[src/sv/itce_pkg.sv]
`default_nettype none

package itce_pkg;

    localparam int unsigned SumWidth = 17;
    localparam logic [15:0] SegmentLimitReset = 16'd1480;
    localparam logic [15:0] PositionMax = 16'hffff;
    localparam logic [15:0] IpCsumOfsHi = 16'd10;
    localparam logic [15:0] IpCsumOfsLo = 16'd11;
    localparam logic [15:0] ProtocolPos = 16'd9;
    localparam logic [15:0] AddrFirstPos = 16'd12;
    localparam logic [15:0] AddrLastPos = 16'd19;
    localparam logic [15:0] TotalHiPos = 16'd2;
    localparam logic [15:0] TotalLoPos = 16'd3;
    localparam logic [15:0] EarlyBytes = 16'd4;
    localparam logic [15:0] TcpCsumOfs = 16'd16;

    typedef logic [SumWidth-1:0] t_sum;

    typedef struct packed {
        logic [15:0] ip_checksum;
        logic [15:0] tcp_checksum;
        logic        malformed;
    } t_result;

    // one's-complement add with end-around carry
    function automatic t_sum oc_add(input t_sum acc, input logic [15:0] word);
        logic [16:0] s;
        logic [16:0] f;
        s = {1'b0, acc[15:0]} + {1'b0, word};
        f = {1'b0, s[15:0]} + {16'd0, s[16]};
        return f;
    endfunction

endpackage

`default_nettype wire

[src/sv/itce_byte_if.sv]
`default_nettype none

interface itce_byte_if;
    logic       valid;
    logic       ready;
    logic [7:0] data_byte;
    logic       last_byte;

    modport source (output valid, output data_byte, output last_byte, input ready);
    modport sink (input valid, input data_byte, input last_byte, output ready);
endinterface

`default_nettype wire

[src/sv/itce_result_if.sv]
`default_nettype none

interface itce_result_if;
    logic        valid;
    logic        ready;
    logic [15:0] ip_checksum;
    logic [15:0] tcp_checksum;
    logic        malformed;

    modport source (output valid, output ip_checksum, output tcp_checksum,
                    output malformed, input ready);
    modport sink (input valid, input ip_checksum, input tcp_checksum,
                  input malformed, output ready);
endinterface

`default_nettype wire

[src/sv/ipv4_tcp_checksum_engine_top.sv]
// IPv4 header and TCP checksum engine.
// i_pkt carries the packet one byte per transfer in network order; last_byte
// marks the final byte. o_res carries one result per packet: the IP header
// checksum, the TCP checksum over pseudo-header and segment, and a malformed
// flag (short packet, or total length below header length).
// i_cfg_wr_en / i_cfg_wr_data write segment_limit, the most segment bytes
// summed (reset value 1480); write it only between packets.
// Throughput: one byte per cycle while i_pkt.ready is high. Each byte adds
// into the running sums in the cycle it is taken; the result is registered and
// appears on o_res the cycle after the final byte if o_res is empty or ready.
// A two-entry output (result register plus skid register) lets the engine
// keep taking bytes while a result waits; i_pkt.ready drops only when both
// entries hold results, and the results are kept in order.
// Reset (synchronous, active low) clears the running state and both output
// entries and restores segment_limit to 1480.
`default_nettype none

module ipv4_tcp_checksum_engine_top
    import itce_pkg::*;
(
    input  wire         i_clk,
    input  wire         i_rst_n,
    input  wire         i_cfg_wr_en,
    input  wire  [15:0] i_cfg_wr_data,
    itce_byte_if.sink     i_pkt,
    itce_result_if.source o_res
);

    logic [15:0] r_seg_limit;
    logic [15:0] r_pos,   n_pos;
    logic [5:0]  r_hdr,   n_hdr;
    logic [15:0] r_total, n_total;
    t_sum        r_hsum,  n_hsum;
    t_sum        r_ssum,  n_ssum;

    logic        r_out_valid, n_out_valid;
    logic        r_skid_valid, n_skid_valid;
    t_result     r_out, n_out;
    t_result     r_skid, n_skid;

    logic        accept;
    logic        out_fire;
    logic [15:0] word;
    logic [15:0] ofs;
    logic [15:0] hdr16;
    logic [15:0] len_term;
    logic [16:0] count;
    t_sum        ssum_a;
    t_sum        ssum_b;
    t_sum        tsum;
    logic        in_hdr;
    logic        in_pseudo;
    logic        in_seg;
    t_result     res;

    assign i_pkt.ready = !r_skid_valid;
    assign accept      = i_pkt.valid && !r_skid_valid;
    assign out_fire    = r_out_valid && o_res.ready;

    always_comb begin
        word = r_pos[0] ? {8'd0, i_pkt.data_byte} : {i_pkt.data_byte, 8'd0};

        n_hdr   = r_hdr;
        n_total = r_total;
        if (r_pos == 16'd0) begin
            n_hdr = {i_pkt.data_byte[3:0], 2'b00};
        end else if (r_pos == TotalHiPos) begin
            n_total = {i_pkt.data_byte, r_total[7:0]};
        end else if (r_pos == TotalLoPos) begin
            n_total = {r_total[15:8], i_pkt.data_byte};
        end
        hdr16 = {10'd0, n_hdr};

        in_hdr = (r_pos < hdr16) && (r_pos != IpCsumOfsHi) && (r_pos != IpCsumOfsLo);
        n_hsum = in_hdr ? oc_add(r_hsum, word) : r_hsum;

        in_pseudo = (r_pos == ProtocolPos) ||
                    ((r_pos >= AddrFirstPos) && (r_pos <= AddrLastPos));
        ssum_a = in_pseudo ? oc_add(r_ssum, word) : r_ssum;

        ofs    = r_pos - hdr16;
        in_seg = (r_pos >= hdr16) && ((r_pos < EarlyBytes) || (r_pos < n_total)) &&
                 (ofs < r_seg_limit) && (ofs != TcpCsumOfs) &&
                 (ofs != TcpCsumOfs + 16'd1);
        ssum_b = in_seg ? oc_add(ssum_a, word) : ssum_a;
        n_ssum = ssum_b;

        n_pos = (r_pos < PositionMax) ? r_pos + 16'd1 : r_pos;

        count    = {1'b0, r_pos} + 17'd1;
        len_term = n_total - hdr16;
        tsum     = oc_add(ssum_b, len_term);
        res.ip_checksum  = ~n_hsum[15:0];
        res.tcp_checksum = ~tsum[15:0];
        res.malformed    = (count < {1'b0, n_total}) || (n_total < hdr16);

        if (i_pkt.last_byte) begin
            n_pos   = 16'd0;
            n_hdr   = 6'd0;
            n_total = 16'd0;
            n_hsum  = '0;
            n_ssum  = '0;
        end
    end

    always_comb begin
        n_out_valid  = r_out_valid;
        n_skid_valid = r_skid_valid;
        n_out        = r_out;
        n_skid       = r_skid;
        if (r_skid_valid) begin
            if (out_fire) begin
                n_out        = r_skid;
                n_skid_valid = 1'b0;
            end
        end else if (accept && i_pkt.last_byte) begin
            if (!r_out_valid || out_fire) begin
                n_out       = res;
                n_out_valid = 1'b1;
            end else begin
                n_skid       = res;
                n_skid_valid = 1'b1;
            end
        end else if (out_fire) begin
            n_out_valid = 1'b0;
        end
    end

    always_ff @(posedge i_clk) begin
        if (!i_rst_n) begin
            r_seg_limit  <= SegmentLimitReset;
            r_pos        <= 16'd0;
            r_hdr        <= 6'd0;
            r_total      <= 16'd0;
            r_hsum       <= '0;
            r_ssum       <= '0;
            r_out_valid  <= 1'b0;
            r_skid_valid <= 1'b0;
        end else begin
            if (i_cfg_wr_en) begin
                r_seg_limit <= i_cfg_wr_data;
            end
            if (accept) begin
                r_pos   <= n_pos;
                r_hdr   <= n_hdr;
                r_total <= n_total;
                r_hsum  <= n_hsum;
                r_ssum  <= n_ssum;
            end
            r_out_valid  <= n_out_valid;
            r_skid_valid <= n_skid_valid;
        end
    end

    always_ff @(posedge i_clk) begin
        r_out  <= n_out;
        r_skid <= n_skid;
    end

    assign o_res.valid        = r_out_valid;
    assign o_res.ip_checksum  = r_out.ip_checksum;
    assign o_res.tcp_checksum = r_out.tcp_checksum;
    assign o_res.malformed    = r_out.malformed;

endmodule

`default_nettype wire
[src/flat_wrapper.sv]
// flat-port wrapper written by rule: the top's interface ports become plain ports
module ipv4_tcp_checksum_engine_top_flat import itce_pkg::*;
  (i_clk, i_rst_n, i_cfg_wr_en, i_cfg_wr_data, i_pkt_valid, i_pkt_data_byte, i_pkt_last_byte, i_pkt_ready, o_res_valid, o_res_ip_checksum, o_res_tcp_checksum, o_res_malformed, o_res_ready);
  itce_byte_if i_pkt_i ();
  itce_result_if o_res_i ();
  input  wire i_clk;
  input  wire i_rst_n;
  input  wire i_cfg_wr_en;
  input  wire  [15:0] i_cfg_wr_data;
  input wire logic [$bits(i_pkt_i.valid)-1:0] i_pkt_valid;
  input wire logic [$bits(i_pkt_i.data_byte)-1:0] i_pkt_data_byte;
  input wire logic [$bits(i_pkt_i.last_byte)-1:0] i_pkt_last_byte;
  output wire logic [$bits(i_pkt_i.ready)-1:0] i_pkt_ready;
  output wire logic [$bits(o_res_i.valid)-1:0] o_res_valid;
  output wire logic [$bits(o_res_i.ip_checksum)-1:0] o_res_ip_checksum;
  output wire logic [$bits(o_res_i.tcp_checksum)-1:0] o_res_tcp_checksum;
  output wire logic [$bits(o_res_i.malformed)-1:0] o_res_malformed;
  input wire logic [$bits(o_res_i.ready)-1:0] o_res_ready;
  assign i_pkt_i.valid = i_pkt_valid;
  assign i_pkt_i.data_byte = i_pkt_data_byte;
  assign i_pkt_i.last_byte = i_pkt_last_byte;
  assign i_pkt_ready = i_pkt_i.ready;
  assign o_res_valid = o_res_i.valid;
  assign o_res_ip_checksum = o_res_i.ip_checksum;
  assign o_res_tcp_checksum = o_res_i.tcp_checksum;
  assign o_res_malformed = o_res_i.malformed;
  assign o_res_i.ready = o_res_ready;
  ipv4_tcp_checksum_engine_top u_core (.i_clk(i_clk), .i_rst_n(i_rst_n), .i_cfg_wr_en(i_cfg_wr_en), .i_cfg_wr_data(i_cfg_wr_data), .i_pkt(i_pkt_i), .o_res(o_res_i));
endmodule
[config.mk]
export PLATFORM = sky130hd
export DESIGN_NAME = ipv4_tcp_checksum_engine_top_flat
export DESIGN_NICKNAME = d
export VERILOG_FILES = /design/src/sv/itce_pkg.sv /design/src/sv/itce_byte_if.sv /design/src/sv/itce_result_if.sv /design/src/sv/ipv4_tcp_checksum_engine_top.sv /design/src/flat_wrapper.sv
export SDC_FILE = /design/constraint.sdc
export NUM_CORES = 1
export LEC_CHECK = 0
export BUFFER_PORTS_ARGS = -buffer_cell sky130_fd_sc_hd__buf_2
export CAP_MARGIN = 20
export CORE_ASPECT_RATIO = 1.2
export CORE_MARGIN = 1
export CORE_UTILIZATION = 60
export DETAILED_ROUTE_END_ITERATION = 12
export PLACE_DENSITY = 0.78
export SETUP_SLACK_MARGIN = 0.3
export SYNTH_ARGS = -nofsm -noshare
export SYNTH_HDL_FRONTEND = slang
export SYNTH_SLANG_ARGS = --single-unit
[constraint.sdc]
create_clock -name i_clk -period 17.55 [get_ports i_clk]
set_clock_uncertainty 0.05 [all_clocks]
set_input_delay 3.51 -clock i_clk [delete_from_list [all_inputs] [get_ports i_clk]]
set_output_delay 3.51 -clock i_clk [all_outputs]
set_load 0.05 [all_outputs]
Yosys cells after proc, flatten, opt, wreduce, memory -nomap -nowiden
Cells that the tools add are included.

Register bits: 154. Output and inout port bits: 35.

Reduce and logical (&&, ||, !) cells: 25. Equal/unequal tests: 9. Multiplexer cells: 25. Add/sub/neg operators: 12. $lt $le $gt $ge: 10. Bitwise gates (word level): 4.

Operator list (number): 16-bit 2-to-1 mux (11); 33-bit 2-to-1 mux (4); 16-bit by 16-bit adder with 17-bit output (4); 16-bit by 1-bit adder with 16-bit output (4); 16-bit by 2-bit equality test with 1-bit output, second input constant (2); 16-bit < comparator (2); 16-bit by 6-bit < comparator with 1-bit output (2); 16-bit by 4-bit inequality test with 1-bit output, second input constant (2); 16-bit by 5-bit inequality test with 1-bit output, second input constant (2); 16-bit inverter (2); 16-bit by 6-bit subtractor with 16-bit output (2); 16-bit by 1-bit adder with 17-bit output, second input constant (1); 17-bit by 16-bit < comparator with 1-bit output (1); 16-bit by 1-bit adder with 16-bit output, second input constant (1); 16-bit by 4-bit equality test with 1-bit output, second input constant (1); 16-bit by 4-bit greater-or-equal comparator with 1-bit output, second input constant (1); 16-bit by 6-bit greater-or-equal comparator with 1-bit output (1); 16-bit by 5-bit <= comparator with 1-bit output, second input constant (1); 16-bit logical NOT (1); 16-bit < comparator, second input constant (1); 16-bit by 3-bit < comparator with 1-bit output, second input constant (1); 6-bit 2-to-1 mux (2); 1-bit logical AND (10); 3-bit AND reduction (3); other kinds (8) (23).

Logic depth before layout (Yosys ltp)
Gate-level depths: netlist of run 1.

Word-level depth: 17. Depth in mapped cells: 64.

Worst setup path before layout of run 1
OpenSTA, ideal clock, no wires.

Path kind: input to register. Start: input port i_pkt_data_byte[1]. End: register u_core.r_out, in the netlist u_core.o_res.tcp_checksum[15], data pin. Stages: 59. Path slack: 4.072 ns. Buffers on the path: 2. Arrival: 13.168 ns. Data required time: 17.240 ns. Path through: buf_2 -> nand2_1 -> xnor2_1 -> ha_1 -> a31oi_1 -> o32a_1 -> a2111o_1 -> a311oi_1 -> a21oi_1 -> o211ai_1 -> a21oi_1 -> nor2b_1 -> o21ai_0 -> nand2b_1 -> ha_1 -> ha_1 -> nand2b_1 -> a21oi_1 -> [... 23 more ...] -> o21a_1 -> o21ai_0 -> nand2_1 -> a311o_1 -> a41oi_1 -> o21bai_1 -> a21o_1 -> ha_1 -> nor2b_1 -> and2_1 -> and4_1 -> and2_1 -> nand4_1 -> nor4_1 -> nand4_1 -> xnor2_1 -> xnor2_1 -> mux2_2.

RTL lines: start: declaration (RTL line flat_wrapper.sv:11) `input wire logic [$bits(i_pkt_i.data_byte)-1:0] i_pkt_data_byte;`; end signal: assignment (RTL line ipv4_tcp_checksum_engine_top.sv:156) `r_out <= n_out;`; end: declaration (RTL line ipv4_tcp_checksum_engine_top.sv:38) `t_result r_out, n_out;`.

==> impl_results.md, run 1 <==
- FMAX: 67.7 MHz
- Final period util: 0.842
- Max VDD drop: 0.0000689 V
- Bufs on Longest Clock Path: 2
- CTS tree: yes
- Cell area after synthesis: 0.0131 mm2
- Setup Fix Bufs, Post-CTS: 0
- Clock Latency Late Sink: 0.44 ns
- Post-synthesis sequential area ratio: 0.285
- Initial antenna violation count: 0
- # hold bufs at CTS: 0
- Critical path depth in cells: 59
- Syn_nets: between 1500 and 2000
- Crit path capture type: flop
- Clk slew on worst S/H paths: 0.07 ns
- Dpl cell area: around 0.014 mm2
- Diodes inserted: 0
- Internal: 0.656 mW
- Hold path start: u_core.r_hdr[1]
- Area grow syn2layout: 8.18%
- Clock power share: 0.385
- Count of input and output buffers: 64
- Layout fillers: 1770
- PD cells: 69.4 mW/mm2
- Final Slew Violations: 0
- Critical path required time: 17.69 ns
- Die extent in x: 137 um
- DR pass1 iterations: 6
- Crit. Startpoint: i_pkt_data_byte[1]
- Synth area leader: edfxtp_1
- Slew margin rel.: 0.313
- Die Footprint: 0.0225 mm2
- Area of the core: 0.0212 mm2
- Vias in the first global route: approximately 11000
- Via count: 11900
- Type of the worst min-delay path: flop to flop
- RSZ-0062 raised after global routing: no
- Number of I/O pins: 65
- Worst Path Arrival: roughly 15 ns
- Total of warnings raised by yosys: 0
- Design Area, Final: 0.0142 mm2
- Distinct cell type count after synthesis: 95
- Cells after DPL: 1848
- Sw Pwr: 0.329 mW
- First-pass GRT wire length: 58000 um
- Syn_area_per_cell: between 8 and 9 um2
- Crit path buffers/inverters: 1
- Top cell type's share of synthesized area: 0.151
- Slew @ Worst Pin: 1.03 ns
- Post-Syn Instances: 1574
- Root buffer cell: clkbuf_16
- Congestion Overflow GR: 0
- Final worst setup slack: 2.78 ns
- GP Congestion: 0.990
- Max H-tree Level: 4
- DRC violations left: 0
- RR Startpoint: u_core.r_pos[0]
- DIE HEIGHT: around 160 um
- Fraction of registers with async set/reset: 0
- Sw frac: 0.334
- Top Family by Delay on Critical Path: compound AO/OA/AOI/OAI gates
- Max_cap viols: 0
- Critical path launch point type: input pin
- Synth Register Bits: between 150 and 200
- Total Wirelength: 36600 um
- Avg Vias per Cell: 6.35
- Hold_ws: roughly 0.39 ns
- Comb pwr share: 0.213
- Hold Path Stages: 2
- WL/cell: 19.5 um
- Final setup vio count: 0
- Most numerous cell on the critical path: ha_1
- Leakage: 6.05 nW
- Initial Util: 0.619
- Top_reg_cell synth: dfxtp_1
- Tmin final: 14.77 ns
- Crit path max fanout: 20
- Overall routing resource usage: 0.333
- Dpl hpwl: 27900 um
- CTS buffer count: 17
- Post-route ant nets: 0
- Status: finished, final reports clean
- Setup TNS Final: 0 ns
- # rows: 58
- Layout Cells excl Fill: about 1900
- Reg power frac: 0.401
- Post_cts resized: 0
- Number of synthesized flops with an enable pin: 66
- Place WS: 2.67 ns
- R2r worst-path depth: 59
- Critical path class: input pin to flop
- Top post-synthesis cells by area: edfxtp_1 15%, dfxtp_1 13%, ha_1 12%
- Clk sinks: 154
- 1st-iter DRT viols: 944
- Final hold violations: 0
- Share of cells above drive strength 1: 0.0999
- Crit-path slowest cell: nor4_1
- Final nets: around 1800
- Largest net degree at the start of global routing: 72
- CP peak stage delay: between 0.4 and 0.5 ns
[cell families after synthesis]
| logic type | after synthesis | synth area share |
|---|---|---|
| simple gates | 553 | 0.208 |
| compound gates | 372 | 0.185 |
| buf+inv | 160 | 0.0488 |
| flops | 154 | 0.285 |
| xor+xnor | 143 | 0.0982 |
| fa+ha+maj | 131 | 0.126 |
| mux | 61 | 0.0484 |
[Yosys cell counts, drive strengths merged, types with 20 or more instances]
library cell	count
mux2i	41
nand3	44
ha	126
mux2	20
a21oi	109
xnor2	93
xor2	49
edfxtp	66
o21ai	87
nor3	31
inv	85
dfxtp	88
nor2b	25
a22oi	28
nand2	137
clkbuf	57
a21o	29
nor2	178
[power groups by stage]
stage | combinational (mW) | clock, mW | sequential (mW)
after floorplan | 0.135 | 0 | 0.421
after global placement | 0.201 | 0 | 0.403
after detailed placement | 0.205 | 0 | 0.403
after CTS | 0.207 | 0.380 | 0.395
after global routing | 0.227 | 0.394 | 0.396
final | 0.210 | 0.380 | 0.395
[metal layers]
metal / wire, um / GRT usage / vias to the layer above
met3: 2810 / 0.0515 / 102
li1: - / - / 5695
met5: 0 / 0 / -
met2: 16900 / 0.551 / 534
met4: 1360 / 0.137 / 0
met1: 15500 / 0.429 / 5605
[flip-flops by register name, summed over array words and instances (netlist names), 6 cells and up]
signal                     count
u_core.r_hsum                 16
u_core.o_res.ip_checksum      16
u_core.o_res.tcp_checksum     16
u_core.r_total                16
u_core.r_ssum                 16
u_core.r_hdr                   6
u_core.r_pos                  16
u_core.r_skid                 33
u_core.r_seg_limit            16
[worst min-delay path, delay by kind of cell (launching register included)]
family | cells | cell delay [ns]
flops | 1 | 0.32
simple gates | 1 | 0.03
buf+inv | 1 | 0.05
[metrics by stage]
step                      utilization  power (mW)
after floorplan                     -       0.556
after global placement          0.642       0.604
after detailed placement        0.642       0.609
after CTS                       0.670       0.982
after global routing            0.670        1.02
final                           0.670       0.985
[cell usage in the layout (no fill, tap or decap), types with 48 or more instances in the layout]
master    instances
a21oi_1         107
buf_2            64
dfxtp_1          88
edfxtp_1         66
ha_1            126
inv_1            83
nand2_1         135
nor2_1          178
o21ai_0          81
xnor2_1          91
xor2_1           48
[cell type report]
cell class / count / area [um2] / area share
Multi-Input combinational cell: 1260 / 8760 / 0.617
Sequential cell: 154 / 3740 / 0.264
Clock inverter: 15 / 171 / 0.0121
Timing Repair Buffer: 80 / 440 / 0.0310
Tap cell: 270 / 338 / 0.0238
Clock buffer: 17 / 425 / 0.0300
Inverter: 85 / 319 / 0.0225
[final timing paths]
kind,endpoint,slack [ns]
setup / recovery,u_core.o_res.tcp_checksum[15],2.78
hold / removal,u_core.r_hdr[1],0.39
setup reg to reg,u_core.o_res.tcp_checksum[15],5.26
hold reg to reg,u_core.r_hdr[1],0.39
No activity file was read; power rests on OpenSTA's default activity.
==> run 2, diff against run 1 <==
Settings changed: CORE_UTILIZATION 60 to 57.
Clock period 17.55 ns to 12.8 ns, I/O delays scaled along.
==> impl_results.md, run 2 (synthesis results as in run 1) <==
- First-pass GRT wire length: 57600 um (-0.69%)
- Clock Latency Late Sink: 0.44 ns (about the same)
- # rows: 60 (+3.4%)
- Commonest non-fill, non-tap cell in the layout: nor2_1
- Final Slew Violations: 0 (unchanged)
- Number of I/O pins: 65 (unchanged)
- Slew margin rel.: 0.315 (+0.00114)
- Root buffer cell: clkbuf_16
- Diodes inserted: 0 (unchanged)
- FMAX: 82.8 MHz
- Most numerous cell on the critical path: ha_4
- DRC violations left: 0 (unchanged)
- Share of cells above drive strength 1: 0.165 (+0.0651)
- CTS tree: yes
- Hold_ws: 0.383 ns (-0.00270 ns)
- Max VDD drop: 0.000102 V (+48%)
- Initial antenna violation count: 0 (unchanged)
- Critical path class: input pin to flop
- Leakage: 6.51 nW (+7.6%)
- Slew @ Worst Pin: 1.03 ns (-0.000827 ns)
- PD cells: 90.5 mW/mm2 (+30%)
- Area grow syn2layout: 14.6%
- Total Wirelength: 37500 um (+2.4%)
- WL/cell: 19.1 um (-1.8%)
- Final nets: 1830 (+4.2%)
- Final hold violations: 0 (unchanged)
- Final period util: 0.943
- Bufs on Longest Clock Path: 2 (unchanged)
- Post-route ant nets: 0 (unchanged)
- Clk sinks: 154 (unchanged)
- Largest net degree at the start of global routing: 56 (-22%)
- Final setup vio count: 0 (unchanged)
- Type of the worst min-delay path: flop to flop
- Commonest non-fill, non-tap cells in the layout: 176 x nor2_1, 134 x nand2_1, 118 x ha_1, 102 x a21oi_1
- RSZ-0062 raised after global routing: no
- Reg with most FFs: u_core.r_skid
- Design Area, Final: 0.0150 mm2 (+6.0%)
- Vias in the first global route: 11500 (+2.3%)
- Crit path capture type: flop
- Initial Util: 0.583 (-0.0366)
- Avg Vias per Cell: 6.13 (-3.3%)
- Place WS: -0.198 ns (-2.87 ns)
- 1st-iter DRT viols: 855 (-9.4%)
- Multi-input gate area: 0.00902 mm2 (+3.0%)
- Sequential cell area: 0.00374 mm2 (unchanged)
- Clk slew on worst S/H paths: 0.08 ns (about the same)
- Layout fillers: 1872 (+5.8%)
- CTS buffer count: 17 (unchanged)
- Critical path launch point type: input pin
- Area of the core: 0.0225 mm2 (+6.3%)
- Dpl hpwl: 28300 um (+1.7%)
- Via count: 12000 (+0.88%)
- Critical path required time: 12.95 ns (-4.74 ns)
- Congestion Overflow GR: 0 (unchanged)
- Util after Layout: 0.668 (-0.00205)
- Final worst setup slack: 0.727 ns (-2.05 ns)
- Count of input and output buffers: 64 (unchanged)
- Max H-tree Level: 4 (unchanged)
- Max_cap viols: 0 (unchanged)
- Die Footprint: 0.0236 mm2 (+5.2%)
- Status: finished, final reports clean
- GP Congestion: 0.961 (-3.0%)
- Crit-path slowest cell: a2111o_1
- DIE HEIGHT: 168 um (+2.6%)
- Crit path max fanout: 5 (-75%)
- Die extent in x: 141 um (+2.6%)
- Dpl cell area: 0.0141 mm2 (+3.7%)
- Overall routing resource usage: 0.312 (-0.0203)
- Max reg flops: 33 (unchanged)
- CP peak stage delay: 0.47 ns (about the same)
- Tmin final: 12.07 ns
- Worst Path Arrival: 12.22 ns (-2.69 ns)
- DR pass1 iterations: 5 (-1)
-- run 2: cell count changes in the layout (fill, tap and decap cells not counted), sizes merged --
cell,delta
inv,-2
buf,+73
clkinv,+3
clkinvlp,-1
-- run 2: layer usage --
metal,vias to the layer above,GRT usage,share of wire
li1,5839,-,-
met1,5669,0.342,0.40
met2,408,0.560,0.49
met3,125,0.0503,0.050
met4,0,0.201,0.066
met5,-,0,0
-- run 2: cell type report --
type                       count  area share
clock buffer                  17      0.0283
multi-input combinational   1260       0.600
timing repair buffer         153      0.0670
tap                          279      0.0232
clock inverter                15      0.0118
inverter                      85      0.0212
sequential                   154       0.249
-- run 2: repair_timing --
action	CTS	global route
endpoints found under the setup margin	3	26
hold buffers	0	0
pin swaps	0	34
buffers inserted	0	8
gates resized for setup	2	58
-- run 2: metrics by stage --
stage | cells | TNS (ns) | power, mW
after floorplan | 1574 | 0 | 0.763
after global placement | 1921 | 0 | 0.833
after detailed placement | 1921 | -0.607 | 0.840
after CTS | 1953 | 0 | 1.35
after global routing | 1963 | 0 | 1.41
final | 1963 | 0 | 1.36
-- run 2: path summary, 6_finish.rpt --
path,end,slack (ns),startpoint,depth (start not counted)
max reg2reg,u_core.o_res.tcp_checksum[15],1.77,u_core.r_pos[11],47
min,u_core.r_hdr[1],0.38,u_core.r_hdr[1],2
max,u_core.o_res.tcp_checksum[15],0.73,i_pkt_data_byte[1],56
min reg2reg,u_core.r_hdr[1],0.38,u_core.r_hdr[1],2
-- run 2: power breakdown --
| group | internal [mW] | leakage (nW) | switching (mW) |
|---|---|---|---|
| sequential | 0.535 | 1.31 | 0.00761 |
| combinational | 0.113 | 4.92 | 0.190 |
| clock | 0.264 | 0.283 | 0.252 |
| total | 0.912 | 6.51 | 0.450 |
-- run 2: critical path: cells and delay by family --
| family | cells | cell delay (ns) |
|---|---|---|
| AOI/OAI and AO/OA | 23 | 3.75 |
| adders and majority gates | 7 | 1.47 |
| muxes | 1 | 0.26 |
| buffers and inverters | 1 | 0.11 |
| xor gates and xnor gates | 4 | 0.70 |
| and+or+nand+nor | 20 | 3.37 |
==> run 3, diff against run 2 <==
Settings changed: CORE_UTILIZATION 57 to 35, PLACE_DENSITY 0.78 to unset.
==> impl_results.md, run 3 (synthesis results as in run 1) <==
- Status: finished, final reports clean
- WL/cell: 17.8 um (-7.0%)
- Clk slew on worst S/H paths: 0.07 ns (about the same)
- Final setup vio count: 0 (unchanged)
- Share of cells above drive strength 1: 0.191 (+0.0258)
- Critical path launch point type: input pin
- Count of input and output buffers: 64 (unchanged)
- Max reg flops: 33 (unchanged)
- Final period util: 0.945 (+0.00150)
- Dpl hpwl: 30600 um (+8.0%)
- Slew margin rel.: 0.283 (-0.0320)
- Initial antenna violation count: 2 (+2)
- # rows: 77 (+28%)
- Area of the core: 0.0369 mm2 (+64%)
- CTS tree: yes
- Most numerous cell on the critical path: ha_4
- Via count: 11900 (-0.92%)
- Die extent in x: 179 um (+27%)
- Avg Vias per Cell: 5.40 (-12%)
- Largest net degree at the start of global routing: 72 (+29%)
- Diodes inserted: 0 (unchanged)
- Slew @ Worst Pin: 1.07 ns (+0.0412 ns)
- Design Area, Final: 0.0157 mm2 (+4.2%)
- Dpl cell area: 0.0147 mm2 (+4.0%)
- Commonest non-fill, non-tap cell in the layout: nor2_1
- Reg with most FFs: u_core.r_skid
- Top Family by Delay on Critical Path: compound AO/OA/AOI/OAI gates
- Post-route ant nets: 0 (unchanged)
- Root buffer cell: clkbuf_16
- Leakage: 6.73 nW (+3.4%)
- Crit-path slowest cell: a2111o_1
- # hold bufs at CTS: 0 (unchanged)
- Vias in the first global route: 11700 (+1.8%)
- Bufs on Longest Clock Path: 2 (unchanged)
- GP Congestion: 0.950 (-1.1%)
- DR pass1 iterations: 5 (unchanged)
- DRC violations left: 0 (unchanged)
- Overall routing resource usage: 0.207 (-0.106)
- Area grow syn2layout: 19.5%
- CP peak stage delay: 0.47 ns (about the same)
- CTS buffer count: 17 (unchanged)
- FMAX: 82.7 MHz (-0.16%)
- Final Slew Violations: 0 (unchanged)
- PD cells: 86.9 mW/mm2 (-4.0%)
- Max H-tree Level: 4 (unchanged)
- Number of I/O pins: 65 (unchanged)
- Crit path buffers/inverters: 2 (+1)
- Setup TNS Final: 0 ns (unchanged)
- Crit path capture type: flop
- Critical path required time: 12.96 ns (about the same)
- Clk sinks: 154 (unchanged)
- RSZ-0062 raised after global routing: no
- Layout fillers: 3716 (+99%)
- Die Footprint: 0.0383 mm2 (+62%)
- Total Wirelength: 39200 um (+4.6%)
- Final hold violations: 0 (unchanged)
- Critical path class: input pin to flop
- Worst Path Arrival: 12.25 ns (+0.03 ns)
- Tmin final: 12.09 ns (+0.0192 ns)
- DIE HEIGHT: 214 um (+27%)
- Hold_ws: 0.389 ns (+0.00602 ns)
- Final nets: 1880 (+2.7%)
- Congestion Overflow GR: 0 (unchanged)
- Initial Util: 0.356 (-0.227)
- Max VDD drop: 0.0000666 V (-35%)
- Design Power: 1.36 mW (about the same)
- Crit path max fanout: 3 (-2)
- Clock Latency Late Sink: 0.46 ns (+0.02 ns)
- Type of the worst min-delay path: flop to flop
- First-pass GRT wire length: 61700 um (+7.1%)
- 1st-iter DRT viols: 710 (-17%)
- Max_cap viols: 0 (unchanged)
- Commonest non-fill, non-tap cells in the layout: 176 x nor2_1, 138 x buf_4, 134 x nand2_1, 117 x ha_1, 102 x a21oi_1
==> run 3: changes by cell type in the layout (fill, tap and decap cells not counted), sizes merged <==
cell and delta:
buf +50, clkinv -4, inv +3, clkbuf +1
==> run 3: worst reg2reg max path: cells and delay by family (launching register included) <==
family,cells,cell delay (ns)
AND/OR/NAND/NOR,17,4.09
XOR/XNOR,3,0.62
multiplexers,3,1.05
buffers and inverters,2,0.28
flip-flops,1,0.43
adder cells (fa/ha/maj),5,1.43
AO/OA/AOI/OAI,16,2.76
==> run 3: timing repair <==
| action | CTS | global route |
|---|---|---|
| setup buffers | 1 | 15 |
| endpoints found under the setup margin | 10 | 20 |
| gates resized for setup | 9 | 72 |
| pin swaps | 2 | 43 |
| hold endpoints to repair | 0 | 0 |
==> run 3: routing by layer <==
layer	global-route usage	routed length (um)	vias to the layer above	part of all wire
li1	-	-	5937	-
met1	0.245	16600	5639	0.42
met2	0.364	19800	271	0.50
met3	0.0314	1240	81	0.032
met4	0.0901	1640	2	0.042
met5	0	11	-	0.00028
==> run 3: path summary, 6_finish.rpt <==
path	slack [ns]	startpoint	depth (start not counted)	endpoint
worst min register to register	0.39	u_core.r_hdr[1]	2	u_core.r_hdr[1]
worst min-delay path	0.39	u_core.r_hdr[1]	2	u_core.r_hdr[1]
worst max register to register	1.83	u_core.r_pos[14]	46	u_core.o_res.tcp_checksum[15]
worst max-delay path	0.71	i_pkt_data_byte[1]	56	u_core.o_res.tcp_checksum[15]
==> run 3: stage by stage <==
stage | instances | util | worst slack (ns)
after floorplan | 1574 | - | 0.346
after global placement | 2158 | 0.397 | -0.252
after detailed placement | 2159 | 0.397 | -0.517
after CTS | 2192 | 0.413 | 0.345
after global routing | 2208 | 0.425 | 0.178
final | 2208 | 0.425 | 0.708
==> run 3: power by group <==
| group | total [mW] | leakage, nW | switching, mW | internal [mW] |
|---|---|---|---|---|
| clock network | 0.502 | 0.265 | 0.246 | 0.257 |
| logic | 0.318 | 5.16 | 0.195 | 0.124 |
| registers | 0.541 | 1.31 | 0.00648 | 0.535 |
| total | 1.36 | 6.73 | 0.447 | 0.915 |
==> run 3: layout make-up <==
class	count	area, um2	share of cell area
multi-input cells	1260	9080	0.579
flip-flops and latches	154	3740	0.239
clock buffers	18	429	0.0274
clock inverters	14	126	0.00806
well taps	474	593	0.0378
repair buffers	203	1390	0.0886
inverters	85	319	0.0203
